<file path="config.mk">
export PLATFORM = sky130hd
export DESIGN_NAME = tcp_congestion_window_segmenter_flat
export DESIGN_NICKNAME = d
export VERILOG_FILES = /design/src/sv/tcwseg_pkg.sv /design/src/sv/tcwseg_stream_if.sv /design/src/sv/tcwseg_alu.sv /design/src/sv/tcwseg_core.sv /design/src/sv/tcp_congestion_window_segmenter.sv /design/src/flat_wrapper.sv
export SDC_FILE = /design/constraint.sdc
export NUM_CORES = 1
export LEC_CHECK = 0
export BUFFER_PORTS_ARGS = -buffer_cell sky130_fd_sc_hd__buf_2
export CAP_MARGIN = 20
export CORE_MARGIN = 3
export CORE_UTILIZATION = 40
export CTS_CLUSTER_DIAMETER = 60
export DETAILED_ROUTE_END_ITERATION = 16
export HOLD_SLACK_MARGIN = 0.06
export PLACE_DENSITY = 0.55
export SETUP_SLACK_MARGIN = 0.4
export SKIP_CTS_REPAIR_TIMING = 1
export SYNTH_ARGS = -nofsm -noshare
export SYNTH_HDL_FRONTEND = slang
export SYNTH_HIERARCHICAL = 1
export SYNTH_SLANG_ARGS = --single-unit
export TNS_END_PERCENT = 50
</file>
<file path="constraint.sdc">
create_clock -name clk -period 11.9 [get_ports clk]
set_input_delay 0 -clock clk [delete_from_list [all_inputs] [get_ports clk]]
set_output_delay 0 -clock clk [all_outputs]
set_load 0.02 [all_outputs]
</file>
<file path="src/sv/tcwseg_pkg.sv">
// ----------------------------------------------------------------------------
// tcwseg_pkg
// Shared types and constants of the congestion window segmenter: item
// layouts, operation codes, register map and shared adder interface.
// ----------------------------------------------------------------------------
package tcwseg_pkg;

    localparam int SEQ_W = 32;
    localparam int WIN_W = 20;
    localparam int OFF_W = 16;
    localparam int LEN_W = 11;
    localparam int OP_W  = 2;

    localparam logic [WIN_W-1:0] WIN_MAX = 20'hFFFFF;

    localparam logic [OP_W-1:0] OP_INIT    = 2'd0;
    localparam logic [OP_W-1:0] OP_ACK     = 2'd1;
    localparam logic [OP_W-1:0] OP_TIMEOUT = 2'd2;
    localparam logic [OP_W-1:0] OP_SEND    = 2'd3;

    localparam int APB_ADDR_W = 3;
    localparam int APB_DATA_W = 32;

    localparam logic REG_INIT_SEQ  = 1'b0;
    localparam logic REG_WIN_LIMIT = 1'b1;

    localparam logic [SEQ_W-1:0] INIT_SEQ_RESET  = 32'd1234;
    localparam logic [OFF_W-1:0] WIN_LIMIT_RESET = 16'd8192;

    typedef struct packed {
        logic [OP_W-1:0]  operation;
        logic [SEQ_W-1:0] ack_number;
        logic [OFF_W-1:0] buffered_bytes;
        logic [OFF_W-1:0] recv_window;
    } in_item_t;

    typedef struct packed {
        logic [SEQ_W-1:0] segment_seq;
        logic [LEN_W-1:0] segment_length;
        logic [OFF_W-1:0] buffer_offset;
        logic [WIN_W-1:0] congestion_window;
        logic [WIN_W-1:0] slow_start_threshold;
        logic             last;
    } out_item_t;

    typedef struct packed {
        logic [SEQ_W-1:0] initial_sequence;
        logic [OFF_W-1:0] window_limit;
    } cfg_t;

    typedef enum logic {
        ALU_ADD,
        ALU_SUB
    } alu_op_t;

    typedef struct packed {
        alu_op_t          op;
        logic [SEQ_W-1:0] a;
        logic [SEQ_W-1:0] b;
    } alu_req_t;

    typedef struct packed {
        logic [SEQ_W-1:0] sum;
        logic             carry;
    } alu_rsp_t;

endpackage

</file>
<file path="src/sv/tcwseg_stream_if.sv">
// ----------------------------------------------------------------------------
// tcwseg_stream_if
// Valid/ready channel carrying one word of a given payload type.
// ----------------------------------------------------------------------------
interface tcwseg_stream_if #(
    parameter type payload_t = logic
);

    logic     valid;
    logic     ready;
    payload_t payload;

    modport source (
        output valid,
        output payload,
        input  ready
    );

    modport sink (
        input  valid,
        input  payload,
        output ready
    );

endinterface

</file>
<file path="src/sv/tcwseg_alu.sv">
// ----------------------------------------------------------------------------
// tcwseg_alu
// Shared 32-bit add/subtract unit with carry or borrow out.
// ----------------------------------------------------------------------------
module tcwseg_alu (
    input  tcwseg_pkg::alu_req_t req,
    output tcwseg_pkg::alu_rsp_t rsp
);

    logic [tcwseg_pkg::SEQ_W:0] full;

    always_comb
    begin
        unique case (req.op)
            tcwseg_pkg::ALU_ADD: full = {1'b0, req.a} + {1'b0, req.b};
            tcwseg_pkg::ALU_SUB: full = {1'b0, req.a} - {1'b0, req.b};
            default:             full = '0;
        endcase
    end

    assign rsp.sum   = full[tcwseg_pkg::SEQ_W-1:0];
    assign rsp.carry = full[tcwseg_pkg::SEQ_W];

endmodule

</file>
<file path="src/sv/tcwseg_core.sv">
// ----------------------------------------------------------------------------
// tcwseg_core
// Sequencer holding the connection state; the window and sequence adds,
// subtracts and compares, including the serial window division, share one unit.
// ----------------------------------------------------------------------------
module tcwseg_core #(
    parameter int SEGMENT_SIZE = 1024,
    parameter int MAX_SEGMENTS = 64
) (
    input  logic                  clk,
    input  logic                  rst_n,
    input  logic                  in_valid,
    output logic                  in_ready,
    input  tcwseg_pkg::in_item_t  in_item,
    output logic                  res_valid,
    input  logic                  res_ready,
    output tcwseg_pkg::out_item_t res_item,
    input  tcwseg_pkg::cfg_t      cfg
);

    localparam int SQ      = SEGMENT_SIZE * SEGMENT_SIZE;
    localparam int QW      = $clog2(SQ + 1);
    localparam int QCNT_W  = $clog2(QW);
    localparam int SLEN_W  = $clog2(SEGMENT_SIZE + 1);
    localparam int NSEG_W  = $clog2(MAX_SEGMENTS + 1);
    localparam int WIN_W   = tcwseg_pkg::WIN_W;
    localparam int SEQ_W   = tcwseg_pkg::SEQ_W;
    localparam int OFF_W   = tcwseg_pkg::OFF_W;

    localparam logic [WIN_W-1:0]  CW_START  = WIN_W'(SEGMENT_SIZE);
    localparam logic [WIN_W-1:0]  THR_START = WIN_W'(64 * SEGMENT_SIZE);
    localparam logic [SEQ_W-1:0]  SEG_WORD  = SEQ_W'(SEGMENT_SIZE);
    localparam logic [SEQ_W-1:0]  DUP_STEP  = SEQ_W'(3 * SEGMENT_SIZE);
    localparam logic [SLEN_W-1:0] SEG_LEN   = SLEN_W'(SEGMENT_SIZE);
    localparam logic [QW-1:0]     SQ_WORD   = QW'(SQ);
    localparam logic [QW-1:0]     SEG_Q     = QW'(SEGMENT_SIZE);
    localparam logic [QCNT_W-1:0] QCNT_LAST = QCNT_W'(QW - 1);
    localparam logic [NSEG_W-1:0] NSEG_MAX  = NSEG_W'(MAX_SEGMENTS);
    localparam logic [SEQ_W-1:0]  MARK_START =
        tcwseg_pkg::INIT_SEQ_RESET - 32'd1;

    typedef enum logic [4:0] {
        S_IDLE,
        S_INIT,
        S_ACK_EQ,
        S_DUP_ADD,
        S_ACK_D,
        S_ACK_FL,
        S_ACK_CMP,
        S_ACK_THR,
        S_DIV,
        S_GROW,
        S_SND_FL,
        S_SND_UNS,
        S_LEN_SEG,
        S_WL_ROOM,
        S_WL_MIN,
        S_CW_ROOM,
        S_CW_MIN,
        S_RW_ROOM,
        S_RW_MIN,
        S_CHECK,
        S_CAPTURE,
        S_UPD_SENT,
        S_UPD_W,
        S_UPD_UNS,
        S_STAT_FL,
        S_STAT_SEQ,
        S_EMIT
    } state_t;

    state_t                state_reg;
    logic [SEQ_W-1:0]      ack_reg;
    logic [OFF_W-1:0]      buf_reg;
    logic [OFF_W-1:0]      rwnd_reg;
    logic [WIN_W-1:0]      cw_reg;
    logic [WIN_W-1:0]      thr_reg;
    logic [SEQ_W-1:0]      rack_reg;
    logic [SEQ_W-1:0]      sent_reg;
    logic [SEQ_W-1:0]      acked_reg;
    logic [1:0]            dup_reg;
    logic [SEQ_W-1:0]      w_reg;
    logic [SEQ_W-1:0]      tmp_reg;
    logic [OFF_W-1:0]      unsent_reg;
    logic [SLEN_W-1:0]     len_reg;
    logic [WIN_W-1:0]      rem_reg;
    logic [QW-1:0]         q_reg;
    logic [QCNT_W-1:0]     qcnt_reg;
    logic [NSEG_W-1:0]     nseg_reg;
    logic [SEQ_W-1:0]      pend_seq_reg;
    logic [SLEN_W-1:0]     pend_len_reg;
    logic [OFF_W-1:0]      pend_off_reg;
    logic                  last_reg;
    logic                  has_pend_reg;

    tcwseg_pkg::alu_req_t  alu_req;
    tcwseg_pkg::alu_rsp_t  alu_rsp;

    logic [SEQ_W-1:0]      len_word;
    logic [SEQ_W-1:0]      room;
    logic [WIN_W-1:0]      sat_sum;
    logic [1:0]            dup_inc;

    tcwseg_alu u_alu (
        .req (alu_req),
        .rsp (alu_rsp)
    );

    assign len_word = {{(SEQ_W-SLEN_W){1'b0}}, len_reg};
    assign room     = alu_rsp.carry ? '0 : alu_rsp.sum;
    assign sat_sum  = (alu_rsp.sum[SEQ_W-1:WIN_W] != '0) ? tcwseg_pkg::WIN_MAX
                                                        : alu_rsp.sum[WIN_W-1:0];
    assign dup_inc  = dup_reg + 2'd1;

    always_comb
    begin
        alu_req.op = tcwseg_pkg::ALU_SUB;
        alu_req.a  = '0;
        alu_req.b  = '0;
        unique case (state_reg)
            S_INIT:
            begin
                alu_req.a = cfg.initial_sequence;
                alu_req.b = 32'd1;
            end
            S_ACK_EQ:
            begin
                alu_req.a = ack_reg;
                alu_req.b = rack_reg;
            end
            S_DUP_ADD:
            begin
                alu_req.op = tcwseg_pkg::ALU_ADD;
                alu_req.a  = {{(SEQ_W-WIN_W){1'b0}}, thr_reg};
                alu_req.b  = DUP_STEP;
            end
            S_ACK_D:
            begin
                alu_req.a = ack_reg;
                alu_req.b = acked_reg;
            end
            S_ACK_FL, S_SND_FL, S_STAT_FL:
            begin
                alu_req.a = sent_reg;
                alu_req.b = acked_reg;
            end
            S_ACK_CMP:
            begin
                alu_req.a = w_reg;
                alu_req.b = tmp_reg;
            end
            S_ACK_THR:
            begin
                alu_req.a = {{(SEQ_W-WIN_W){1'b0}}, cw_reg};
                alu_req.b = {{(SEQ_W-WIN_W){1'b0}}, thr_reg};
            end
            S_DIV:
            begin
                alu_req.a = {{(SEQ_W-WIN_W-1){1'b0}}, rem_reg, q_reg[QW-1]};
                alu_req.b = {{(SEQ_W-WIN_W){1'b0}}, cw_reg};
            end
            S_GROW:
            begin
                alu_req.op = tcwseg_pkg::ALU_ADD;
                alu_req.a  = {{(SEQ_W-WIN_W){1'b0}}, cw_reg};
                alu_req.b  = {{(SEQ_W-QW){1'b0}}, q_reg};
            end
            S_SND_UNS:
            begin
                alu_req.a = {{(SEQ_W-OFF_W){1'b0}}, buf_reg};
                alu_req.b = w_reg;
            end
            S_LEN_SEG:
            begin
                alu_req.a = {{(SEQ_W-OFF_W){1'b0}}, unsent_reg};
                alu_req.b = SEG_WORD;
            end
            S_WL_ROOM:
            begin
                alu_req.a = {{(SEQ_W-OFF_W){1'b0}}, cfg.window_limit};
                alu_req.b = w_reg;
            end
            S_CW_ROOM:
            begin
                alu_req.a = {{(SEQ_W-WIN_W){1'b0}}, cw_reg};
                alu_req.b = w_reg;
            end
            S_RW_ROOM:
            begin
                alu_req.a = {{(SEQ_W-OFF_W){1'b0}}, rwnd_reg};
                alu_req.b = w_reg;
            end
            S_WL_MIN, S_CW_MIN, S_RW_MIN:
            begin
                alu_req.a = len_word;
                alu_req.b = tmp_reg;
            end
            S_CAPTURE, S_STAT_SEQ:
            begin
                alu_req.op = tcwseg_pkg::ALU_ADD;
                alu_req.a  = sent_reg;
                alu_req.b  = 32'd1;
            end
            S_UPD_SENT:
            begin
                alu_req.op = tcwseg_pkg::ALU_ADD;
                alu_req.a  = sent_reg;
                alu_req.b  = len_word;
            end
            S_UPD_W:
            begin
                alu_req.op = tcwseg_pkg::ALU_ADD;
                alu_req.a  = w_reg;
                alu_req.b  = len_word;
            end
            S_UPD_UNS:
            begin
                alu_req.a = {{(SEQ_W-OFF_W){1'b0}}, unsent_reg};
                alu_req.b = len_word;
            end
            default:
            begin
                alu_req.op = tcwseg_pkg::ALU_SUB;
            end
        endcase
    end

    always_ff @(posedge clk or negedge rst_n)
    begin
        if (!rst_n)
        begin
            state_reg    <= S_IDLE;
            ack_reg      <= '0;
            buf_reg      <= '0;
            rwnd_reg     <= '0;
            cw_reg       <= CW_START;
            thr_reg      <= THR_START;
            rack_reg     <= MARK_START;
            sent_reg     <= MARK_START;
            acked_reg    <= MARK_START;
            dup_reg      <= '0;
            w_reg        <= '0;
            tmp_reg      <= '0;
            unsent_reg   <= '0;
            len_reg      <= '0;
            rem_reg      <= '0;
            q_reg        <= '0;
            qcnt_reg     <= '0;
            nseg_reg     <= '0;
            pend_seq_reg <= '0;
            pend_len_reg <= '0;
            pend_off_reg <= '0;
            last_reg     <= 1'b0;
            has_pend_reg <= 1'b0;
        end
        else
        begin
            unique case (state_reg)
                S_IDLE:
                begin
                    if (in_valid)
                    begin
                        ack_reg  <= in_item.ack_number;
                        buf_reg  <= in_item.buffered_bytes;
                        rwnd_reg <= in_item.recv_window;
                        case (in_item.operation)
                            tcwseg_pkg::OP_INIT:
                            begin
                                cw_reg    <= CW_START;
                                thr_reg   <= THR_START;
                                dup_reg   <= '0;
                                state_reg <= S_INIT;
                            end
                            tcwseg_pkg::OP_ACK:
                            begin
                                state_reg <= S_ACK_EQ;
                            end
                            tcwseg_pkg::OP_TIMEOUT:
                            begin
                                thr_reg   <= {1'b0, cw_reg[WIN_W-1:1]};
                                cw_reg    <= CW_START;
                                rack_reg  <= acked_reg;
                                sent_reg  <= acked_reg;
                                dup_reg   <= '0;
                                state_reg <= S_STAT_FL;
                            end
                            default:
                            begin
                                state_reg <= S_SND_FL;
                            end
                        endcase
                    end
                end
                S_INIT:
                begin
                    sent_reg  <= alu_rsp.sum;
                    acked_reg <= alu_rsp.sum;
                    rack_reg  <= alu_rsp.sum;
                    state_reg <= S_STAT_FL;
                end
                S_ACK_EQ:
                begin
                    if (alu_rsp.sum == '0)
                    begin
                        if (dup_inc == 2'd3)
                        begin
                            thr_reg   <= {1'b0, cw_reg[WIN_W-1:1]};
                            rack_reg  <= acked_reg;
                            dup_reg   <= '0;
                            state_reg <= S_DUP_ADD;
                        end
                        else
                        begin
                            dup_reg   <= dup_inc;
                            state_reg <= S_STAT_FL;
                        end
                    end
                    else
                    begin
                        state_reg <= S_ACK_D;
                    end
                end
                S_DUP_ADD:
                begin
                    cw_reg    <= sat_sum;
                    state_reg <= S_STAT_FL;
                end
                S_ACK_D:
                begin
                    tmp_reg   <= alu_rsp.sum;
                    state_reg <= S_ACK_FL;
                end
                S_ACK_FL:
                begin
                    w_reg     <= alu_rsp.sum;
                    state_reg <= S_ACK_CMP;
                end
                S_ACK_CMP:
                begin
                    if (tmp_reg != '0 && !alu_rsp.carry)
                        state_reg <= S_ACK_THR;
                    else
                        state_reg <= S_STAT_FL;
                end
                S_ACK_THR:
                begin
                    if (alu_rsp.carry || cw_reg == '0)
                    begin
                        q_reg     <= SEG_Q;
                        state_reg <= S_GROW;
                    end
                    else
                    begin
                        q_reg     <= SQ_WORD;
                        rem_reg   <= '0;
                        qcnt_reg  <= '0;
                        state_reg <= S_DIV;
                    end
                end
                S_DIV:
                begin
                    if (alu_rsp.carry)
                        rem_reg <= {rem_reg[WIN_W-2:0], q_reg[QW-1]};
                    else
                        rem_reg <= alu_rsp.sum[WIN_W-1:0];
                    q_reg    <= {q_reg[QW-2:0], !alu_rsp.carry};
                    qcnt_reg <= qcnt_reg + QCNT_W'(1);
                    if (qcnt_reg == QCNT_LAST)
                        state_reg <= S_GROW;
                end
                S_GROW:
                begin
                    cw_reg    <= sat_sum;
                    acked_reg <= ack_reg;
                    rack_reg  <= ack_reg;
                    dup_reg   <= '0;
                    state_reg <= S_STAT_FL;
                end
                S_SND_FL:
                begin
                    w_reg     <= alu_rsp.sum;
                    state_reg <= S_SND_UNS;
                end
                S_SND_UNS:
                begin
                    unsent_reg   <= room[OFF_W-1:0];
                    nseg_reg     <= '0;
                    has_pend_reg <= 1'b0;
                    state_reg    <= S_LEN_SEG;
                end
                S_LEN_SEG:
                begin
                    if (alu_rsp.carry)
                        len_reg <= unsent_reg[SLEN_W-1:0];
                    else
                        len_reg <= SEG_LEN;
                    state_reg <= S_WL_ROOM;
                end
                S_WL_ROOM, S_CW_ROOM, S_RW_ROOM:
                begin
                    tmp_reg <= room;
                    unique case (state_reg)
                        S_WL_ROOM: state_reg <= S_WL_MIN;
                        S_CW_ROOM: state_reg <= S_CW_MIN;
                        default:   state_reg <= S_RW_MIN;
                    endcase
                end
                S_WL_MIN, S_CW_MIN, S_RW_MIN:
                begin
                    if (!alu_rsp.carry)
                        len_reg <= tmp_reg[SLEN_W-1:0];
                    unique case (state_reg)
                        S_WL_MIN: state_reg <= S_CW_ROOM;
                        S_CW_MIN: state_reg <= S_RW_ROOM;
                        default:  state_reg <= S_CHECK;
                    endcase
                end
                S_CHECK:
                begin
                    if (len_reg == '0)
                    begin
                        if (has_pend_reg)
                        begin
                            last_reg  <= 1'b1;
                            state_reg <= S_EMIT;
                        end
                        else
                        begin
                            state_reg <= S_STAT_FL;
                        end
                    end
                    else if (has_pend_reg)
                    begin
                        last_reg  <= 1'b0;
                        state_reg <= S_EMIT;
                    end
                    else
                    begin
                        state_reg <= S_CAPTURE;
                    end
                end
                S_CAPTURE:
                begin
                    pend_seq_reg <= alu_rsp.sum;
                    pend_len_reg <= len_reg;
                    pend_off_reg <= w_reg[OFF_W-1:0];
                    has_pend_reg <= 1'b1;
                    nseg_reg     <= nseg_reg + NSEG_W'(1);
                    state_reg    <= S_UPD_SENT;
                end
                S_UPD_SENT:
                begin
                    sent_reg  <= alu_rsp.sum;
                    state_reg <= S_UPD_W;
                end
                S_UPD_W:
                begin
                    w_reg     <= alu_rsp.sum;
                    state_reg <= S_UPD_UNS;
                end
                S_UPD_UNS:
                begin
                    unsent_reg <= alu_rsp.sum[OFF_W-1:0];
                    if (nseg_reg == NSEG_MAX)
                    begin
                        last_reg  <= 1'b1;
                        state_reg <= S_EMIT;
                    end
                    else
                    begin
                        state_reg <= S_LEN_SEG;
                    end
                end
                S_STAT_FL:
                begin
                    pend_off_reg <= alu_rsp.sum[OFF_W-1:0];
                    pend_len_reg <= '0;
                    state_reg    <= S_STAT_SEQ;
                end
                S_STAT_SEQ:
                begin
                    pend_seq_reg <= alu_rsp.sum;
                    last_reg     <= 1'b1;
                    state_reg    <= S_EMIT;
                end
                S_EMIT:
                begin
                    if (res_ready)
                    begin
                        if (last_reg)
                            state_reg <= S_IDLE;
                        else
                            state_reg <= S_CAPTURE;
                    end
                end
                default:
                begin
                    state_reg <= S_IDLE;
                end
            endcase
        end
    end

    assign in_ready  = (state_reg == S_IDLE);
    assign res_valid = (state_reg == S_EMIT);

    assign res_item.segment_seq          = pend_seq_reg;
    assign res_item.segment_length       = tcwseg_pkg::LEN_W'(pend_len_reg);
    assign res_item.buffer_offset        = pend_off_reg;
    assign res_item.congestion_window    = cw_reg;
    assign res_item.slow_start_threshold = thr_reg;
    assign res_item.last                 = last_reg;

`ifndef SYNTH
    a_busy_after_accept: assert property (@(posedge clk) disable iff (!rst_n)
        (in_valid && in_ready) |=> (state_reg != S_IDLE))
        else $error("core idle right after taking a word");

    a_window_nonzero: assert property (@(posedge clk) disable iff (!rst_n)
        cw_reg != '0)
        else $error("congestion window reached zero");

    a_len_bound: assert property (@(posedge clk) disable iff (!rst_n)
        res_valid |-> (pend_len_reg <= SEG_LEN))
        else $error("segment longer than segment size");

    a_nseg_bound: assert property (@(posedge clk) disable iff (!rst_n)
        nseg_reg <= NSEG_MAX)
        else $error("segment count beyond limit");

    a_last_ends: assert property (@(posedge clk) disable iff (!rst_n)
        (res_valid && res_ready && last_reg) |=> (state_reg == S_IDLE))
        else $error("final word did not end the item");
`endif

endmodule

</file>
<file path="src/sv/tcp_congestion_window_segmenter.sv">
// ----------------------------------------------------------------------------
// tcp_congestion_window_segmenter
// Reno-style congestion window and go-back-N segmenting for one connection.
// ----------------------------------------------------------------------------
// in_ch takes one word per operation: init, ack, timeout or send request.
// out_ch gives one or more words per operation; last marks the final one.
// Init, ack, timeout and a send that emits nothing give a single status word
// with segment_length 0. A send gives one word per segment, at most
// MAX_SEGMENTS of them.
// The window and sequence arithmetic runs through one shared 32-bit
// add/subtract unit under a sequencer, and in_ch is not ready until the last
// word of the current operation has been handed to the output register.
// An ack in congestion avoidance runs a serial window division of QW steps,
// where QW is the bit width of SEGMENT_SIZE squared (21 at the default).
// The output register holds one word; when out_ch stalls the sequencer
// waits in place and no word is lost.
// The APB port sets initial_sequence (0x0) and window_limit (0x4); write it
// only while the block is idle. Reset restores both registers and the
// connection state as after an init with initial_sequence 1234.
// ----------------------------------------------------------------------------
module tcp_congestion_window_segmenter #(
    parameter int SEGMENT_SIZE = 1024,
    parameter int MAX_SEGMENTS = 64
) (
    input  logic                               clk,
    input  logic                               rst_n,
    tcwseg_stream_if.sink                      in_ch,
    tcwseg_stream_if.source                    out_ch,
    input  logic                               psel,
    input  logic                               penable,
    input  logic                               pwrite,
    input  logic [tcwseg_pkg::APB_ADDR_W-1:0]  paddr,
    input  logic [tcwseg_pkg::APB_DATA_W-1:0]  pwdata,
    output logic [tcwseg_pkg::APB_DATA_W-1:0]  prdata,
    output logic                               pready
);

    tcwseg_pkg::cfg_t      cfg_reg;
    tcwseg_pkg::out_item_t out_item_reg;
    logic                  out_valid_reg;

    tcwseg_pkg::in_item_t  core_in;
    tcwseg_pkg::out_item_t res_item;
    logic                  res_valid;
    logic                  res_ready;
    logic                  core_ready;
    logic                  reg_sel;

    assign pready  = 1'b1;
    assign reg_sel = paddr[2];

    always_ff @(posedge clk or negedge rst_n)
    begin
        if (!rst_n)
        begin
            cfg_reg.initial_sequence <= tcwseg_pkg::INIT_SEQ_RESET;
            cfg_reg.window_limit     <= tcwseg_pkg::WIN_LIMIT_RESET;
        end
        else if (psel && penable && pwrite && pready)
        begin
            unique case (reg_sel)
                tcwseg_pkg::REG_INIT_SEQ:  cfg_reg.initial_sequence <= pwdata;
                tcwseg_pkg::REG_WIN_LIMIT: cfg_reg.window_limit <= pwdata[15:0];
                default:                   cfg_reg <= cfg_reg;
            endcase
        end
    end

    always_comb
    begin
        unique case (reg_sel)
            tcwseg_pkg::REG_INIT_SEQ:  prdata = cfg_reg.initial_sequence;
            tcwseg_pkg::REG_WIN_LIMIT: prdata = {16'b0, cfg_reg.window_limit};
            default:                   prdata = '0;
        endcase
    end

    assign core_in.operation      = in_ch.payload.operation;
    assign core_in.ack_number     = in_ch.payload.ack_number;
    assign core_in.buffered_bytes = in_ch.payload.buffered_bytes;
    assign core_in.recv_window    = in_ch.payload.recv_window;
    assign in_ch.ready            = core_ready;

    tcwseg_core #(
        .SEGMENT_SIZE (SEGMENT_SIZE),
        .MAX_SEGMENTS (MAX_SEGMENTS)
    ) u_core (
        .clk       (clk),
        .rst_n     (rst_n),
        .in_valid  (in_ch.valid),
        .in_ready  (core_ready),
        .in_item   (core_in),
        .res_valid (res_valid),
        .res_ready (res_ready),
        .res_item  (res_item),
        .cfg       (cfg_reg)
    );

    // output word register
    assign res_ready = !out_valid_reg || out_ch.ready;

    always_ff @(posedge clk or negedge rst_n)
    begin
        if (!rst_n)
        begin
            out_valid_reg <= 1'b0;
            out_item_reg  <= '0;
        end
        else if (res_ready)
        begin
            out_valid_reg <= res_valid;
            if (res_valid)
                out_item_reg <= res_item;
        end
    end

    assign out_ch.valid                        = out_valid_reg;
    assign out_ch.payload.segment_seq          = out_item_reg.segment_seq;
    assign out_ch.payload.segment_length       = out_item_reg.segment_length;
    assign out_ch.payload.buffer_offset        = out_item_reg.buffer_offset;
    assign out_ch.payload.congestion_window    = out_item_reg.congestion_window;
    assign out_ch.payload.slow_start_threshold = out_item_reg.slow_start_threshold;
    assign out_ch.payload.last                 = out_item_reg.last;

endmodule

</file>
<file path="src/flat_wrapper.sv">
// flat-port wrapper written by rule: the top's interface ports become plain ports
module tcp_congestion_window_segmenter_flat 
#(
    parameter int SEGMENT_SIZE = 1024,
    parameter int MAX_SEGMENTS = 64
)
  (clk, rst_n, psel, penable, pwrite, paddr, pwdata, prdata, pready, in_ch_valid, in_ch_payload, in_ch_ready, out_ch_valid, out_ch_payload, out_ch_ready);
  tcwseg_stream_if #(.payload_t(tcwseg_pkg::in_item_t)) in_ch_i ();
  tcwseg_stream_if #(.payload_t(tcwseg_pkg::out_item_t)) out_ch_i ();
  input  logic clk;
  input  logic rst_n;
  input  logic psel;
  input  logic penable;
  input  logic pwrite;
  input  logic [tcwseg_pkg::APB_ADDR_W-1:0] paddr;
  input  logic [tcwseg_pkg::APB_DATA_W-1:0] pwdata;
  output logic [tcwseg_pkg::APB_DATA_W-1:0] prdata;
  output logic pready;
  input wire logic [$bits(in_ch_i.valid)-1:0] in_ch_valid;
  input wire logic [$bits(in_ch_i.payload)-1:0] in_ch_payload;
  output wire logic [$bits(in_ch_i.ready)-1:0] in_ch_ready;
  output wire logic [$bits(out_ch_i.valid)-1:0] out_ch_valid;
  output wire logic [$bits(out_ch_i.payload)-1:0] out_ch_payload;
  input wire logic [$bits(out_ch_i.ready)-1:0] out_ch_ready;
  assign in_ch_i.valid = in_ch_valid;
  assign in_ch_i.payload = in_ch_payload;
  assign in_ch_ready = in_ch_i.ready;
  assign out_ch_valid = out_ch_i.valid;
  assign out_ch_payload = out_ch_i.payload;
  assign out_ch_i.ready = out_ch_ready;
  tcp_congestion_window_segmenter #(.SEGMENT_SIZE(SEGMENT_SIZE), .MAX_SEGMENTS(MAX_SEGMENTS)) u_core (.clk(clk), .rst_n(rst_n), .in_ch(in_ch_i), .out_ch(out_ch_i), .psel(psel), .penable(penable), .pwrite(pwrite), .paddr(paddr), .pwdata(pwdata), .prdata(prdata), .pready(pready));
endmodule
</file>
==> impl_metrics.py <==
metrics = {
    "status": {
        "status": "complete, no violations",
    },
    "timing": {
        "hold_violations": 0,
        "rsz0062_at_grt": "no",
        "min_period_over_period_pct": 74.6,
        "setup_viol": 0,
        "fmax_mhz": 113,
        "slew_headroom_pct": 16.2,
        "setup_tns_ns": 0,
        "period_needed_ns": 8.88,
        "slew_viol_final": 0,
        "tightest_slew_ns": 1.26,
        "final.setup.worst_slack_ns": 3.02,
        "fin_skew_ns": 0.0203,
    },
    "route": {
        "dr.pass1.iters": 9,
        "drt_iter0_markers": 3152,
        "final_antenna_net_count": 0,
        "avgViaCountPerCell": 6.08,
        "drc_errors": 0,
        "wl_um": 106000,
        "vias": 23700,
        "routedWlPerCell_um": 27.1,
    },
    "floorplan": {
        "row_count": 97,
        "die_w_um": 274,
        "die_h_um": 274,
        "start_util_pct": 40.7,
        "core_um2": 70500,
        "ioPinCount": 243,
        "dieArea_um2": 75000,
    },
    "synthesis": {
        "async_flop_share_pct": 100,
        "yosysSeqAreaShare_pct": 48.9,
        "ys_ff_latch": 560,
        "ys.flop_type": "dfrtp_1",
        "syn_inst": 2629,
        "synth_edf_count": 0,
        "syn_nets": 2775,
        "ys_types": 104,
        "synth_area_um2": 28700,
        "syn_avg_cell_area_um2": 10.9,
        "ys_warn_count": 6,
    },
    "global_route": {
        "grt_first_pass_wirelength_um": 155000,
        "overflow": 0,
        "antenna_found_initial": 5,
        "grt_pass1_vias": 22900,
        "grt.total_usage_pct": 27.6,
        "grt_max_degree": 173,
    },
    "setup_path": {
        "r2r-end": "u_core/u_core/rack_reg[26]",
        "reg2reg_depth": 27,
        "cp_max_fo": 41,
        "cp.depth": 27,
        "start_kind": "flop",
        "arrival_ns": 9.35,
        "cpPeakStageDelay_ns": 0.75,
        "r2r_slack_ns": 3.02,
        "criticalPathCategory": "flop to flop",
        "crit_family": "simple AND/OR/NAND/NOR gates",
        "crit_path_end_kind": "flop",
        "path_common_cell": "buf_4",
        "critPathSlowestCell": "xnor2_1",
        "critPathRequiredTime_ns": 12.37,
        "r2r-start": "u_core/u_core/state_reg[3]",
        "path_buf_inv": 4,
    },
    "cells_and_area": {
        "areaGrowthSynthToFinish_pct": 18.3,
        "largest_reg_flops": 100,
        "nets": 3053,
        "layout-drive-gt1-share_pct": 26.5,
    },
    "clock_network": {
        "cts_max_level": 3,
        "cts.sinks": 560,
        "cts_root_buf": "clkbuf_16",
        "cts_tree": "done",
        "cts_buffer_depth": 3,
        "clkSlewWorstSetupHoldPaths_ns": 0.05,
        "clk_latency_ns": 0.61,
        "cts_inserted_buffers": 66,
    },
    "worst_hold_path": {
        "hold_class": "input port to flop",
        "hold_end": "u_core/u_core/state_reg[0]",
        "worstHoldStart": "in_ch_payload[65]",
        "min_delay_path_depth": 6,
    },
    "placed_design": {
        "gp_congestion": 0.966,
        "place_ws_ns": 3.32,
        "portBuffers": 239,
        "place_hpwl_um": 71300,
    },
    "flow_run": {
        "max_cap_viol_count": 0,
    },
}
==> tightest hold or removal path, delay by kind of cell <==
family | cells | cell delay, ns
compound gates | 4 | 0.38
buf+inv | 1 | 0.12
simple gates | 1 | 0.07
==> Yosys cell counts, types with 32 or more instances <==
library cell  count  area share [%]
nor2b_1          32            0.70
o21ai_0          37            0.65
clkbuf_1         98             1.3
mux2_2          247             9.7
a21oi_1         147             2.6
inv_1            58            0.76
nand2_1         314             4.1
a22oi_1          91             2.4
a22o_1           74             2.3
mux2i_1          74             2.6
mux2_1           46             1.8
ha_1             37             1.6
nand4_1          50             1.1
nor2_1          127             1.7
dfrtp_1         537              47
buf_2            64             1.1
xnor2_1          47             1.4
nor3_1           41            0.71
a222oi_1         65             2.3
==> worst max-delay path by stage <==
stage	start	to	slack [ns]
4_1_cts	u_core/u_core/state_reg[3]	u_core/u_core/rack_reg[26]	3.29
3_5_place_dp	u_core/u_core/state_reg[4]	u_core/u_core/rack_reg[31]	3.32
3_3_place_gp	u_core/u_core/state_reg[3]	u_core/u_core/rack_reg[31]	3.38
6_report	u_core/u_core/state_reg[3]	u_core/u_core/rack_reg[26]	3.02
2_1_floorplan	u_core/u_core/state_reg[2]	u_core/u_core/rack_reg[11]	5.98
5_1_grt	u_core/u_core/state_reg[3]	u_core/u_core/rack_reg[31]	2.75
==> final cells by class <==
cell class                 count  area, um^2
antenna                        1        2.50
clock inverter                25         235
clock buffer                  94        1950
fill                        6438       36600
inverter                      60         225
multi-input combinational   1813       13600
timing repair buffer         406        2730
tap                          940        1180
sequential                   560       14000
==> layer usage <==
metal / vias up / part of all wire (%) / GRT usage, %
li1: 10300 / - / -
met2: 1188 / 43 / 39.7
met3: 163 / 9.3 / 6.17
met1: 12100 / 45 / 41.1
met4: 2 / 2.8 / 8.47
met5: - / 0.0095 / 0
==> through the flow <==
stage / util [%] / hold WS, ns / instance area [um^2] / std cells
CTS: 46.7 / -0.513 / 32900 / 3796
global placement: 43.6 / 0.133 / 30700 / 3677
global route: 48.1 / 0.0587 / 34000 / 3898
floorplan: - / -0.296 / 28700 / 2629
finish: 48.2 / 0.0274 / 34000 / 3899
detailed placement: 43.6 / 0.148 / 30700 / 3677
==> cells by family (layout without fill, tap and decap cells) <==
family | Yosys count | after routing | share of synthesized area (%)
buffers and inverters | 256 | 585 | 4.31
xor gates and xnor gates | 61 | 61 | 1.86
other | 2 | 3 | 0.0262
muxes | 398 | 398 | 15.7
AOI/OAI and AO/OA | 607 | 607 | 15.6
and+or+nand+nor | 707 | 707 | 11.9
DFF | 560 | 560 | 48.9
adders and majority gates | 38 | 38 | 1.68
==> cell usage in the layout, fill, tap and decap left out, types with 12 or more instances in the layout <==
master,count
mux2i_1,74
nand4_1,50
xnor2_1,42
dfstp_2,23
clkbuf_16,68
clkbuf_8,15
nand3_1,21
nand2_1,313
ha_1,37
a22o_1,74
a21o_1,16
nor3_1,37
dfrtp_1,537
a221oi_1,31
buf_2,238
mux2_2,247
clkinv_2,12
nand2b_1,16
dlygate4sd3_1,101
nor4_1,28
inv_1,58
a22oi_1,91
and3_1,13
o2bb2ai_1,20
nor2_1,125
nor2b_1,32
o22ai_1,19
a222oi_1,65
mux2_4,31
a21oi_1,145
buf_4,65
a31oi_1,14
xor2_1,12
o21ai_0,37
mux2_1,46
Power is not shown: default switching activity piles up to over one toggle a cycle in this logic, so the estimate is an artifact.
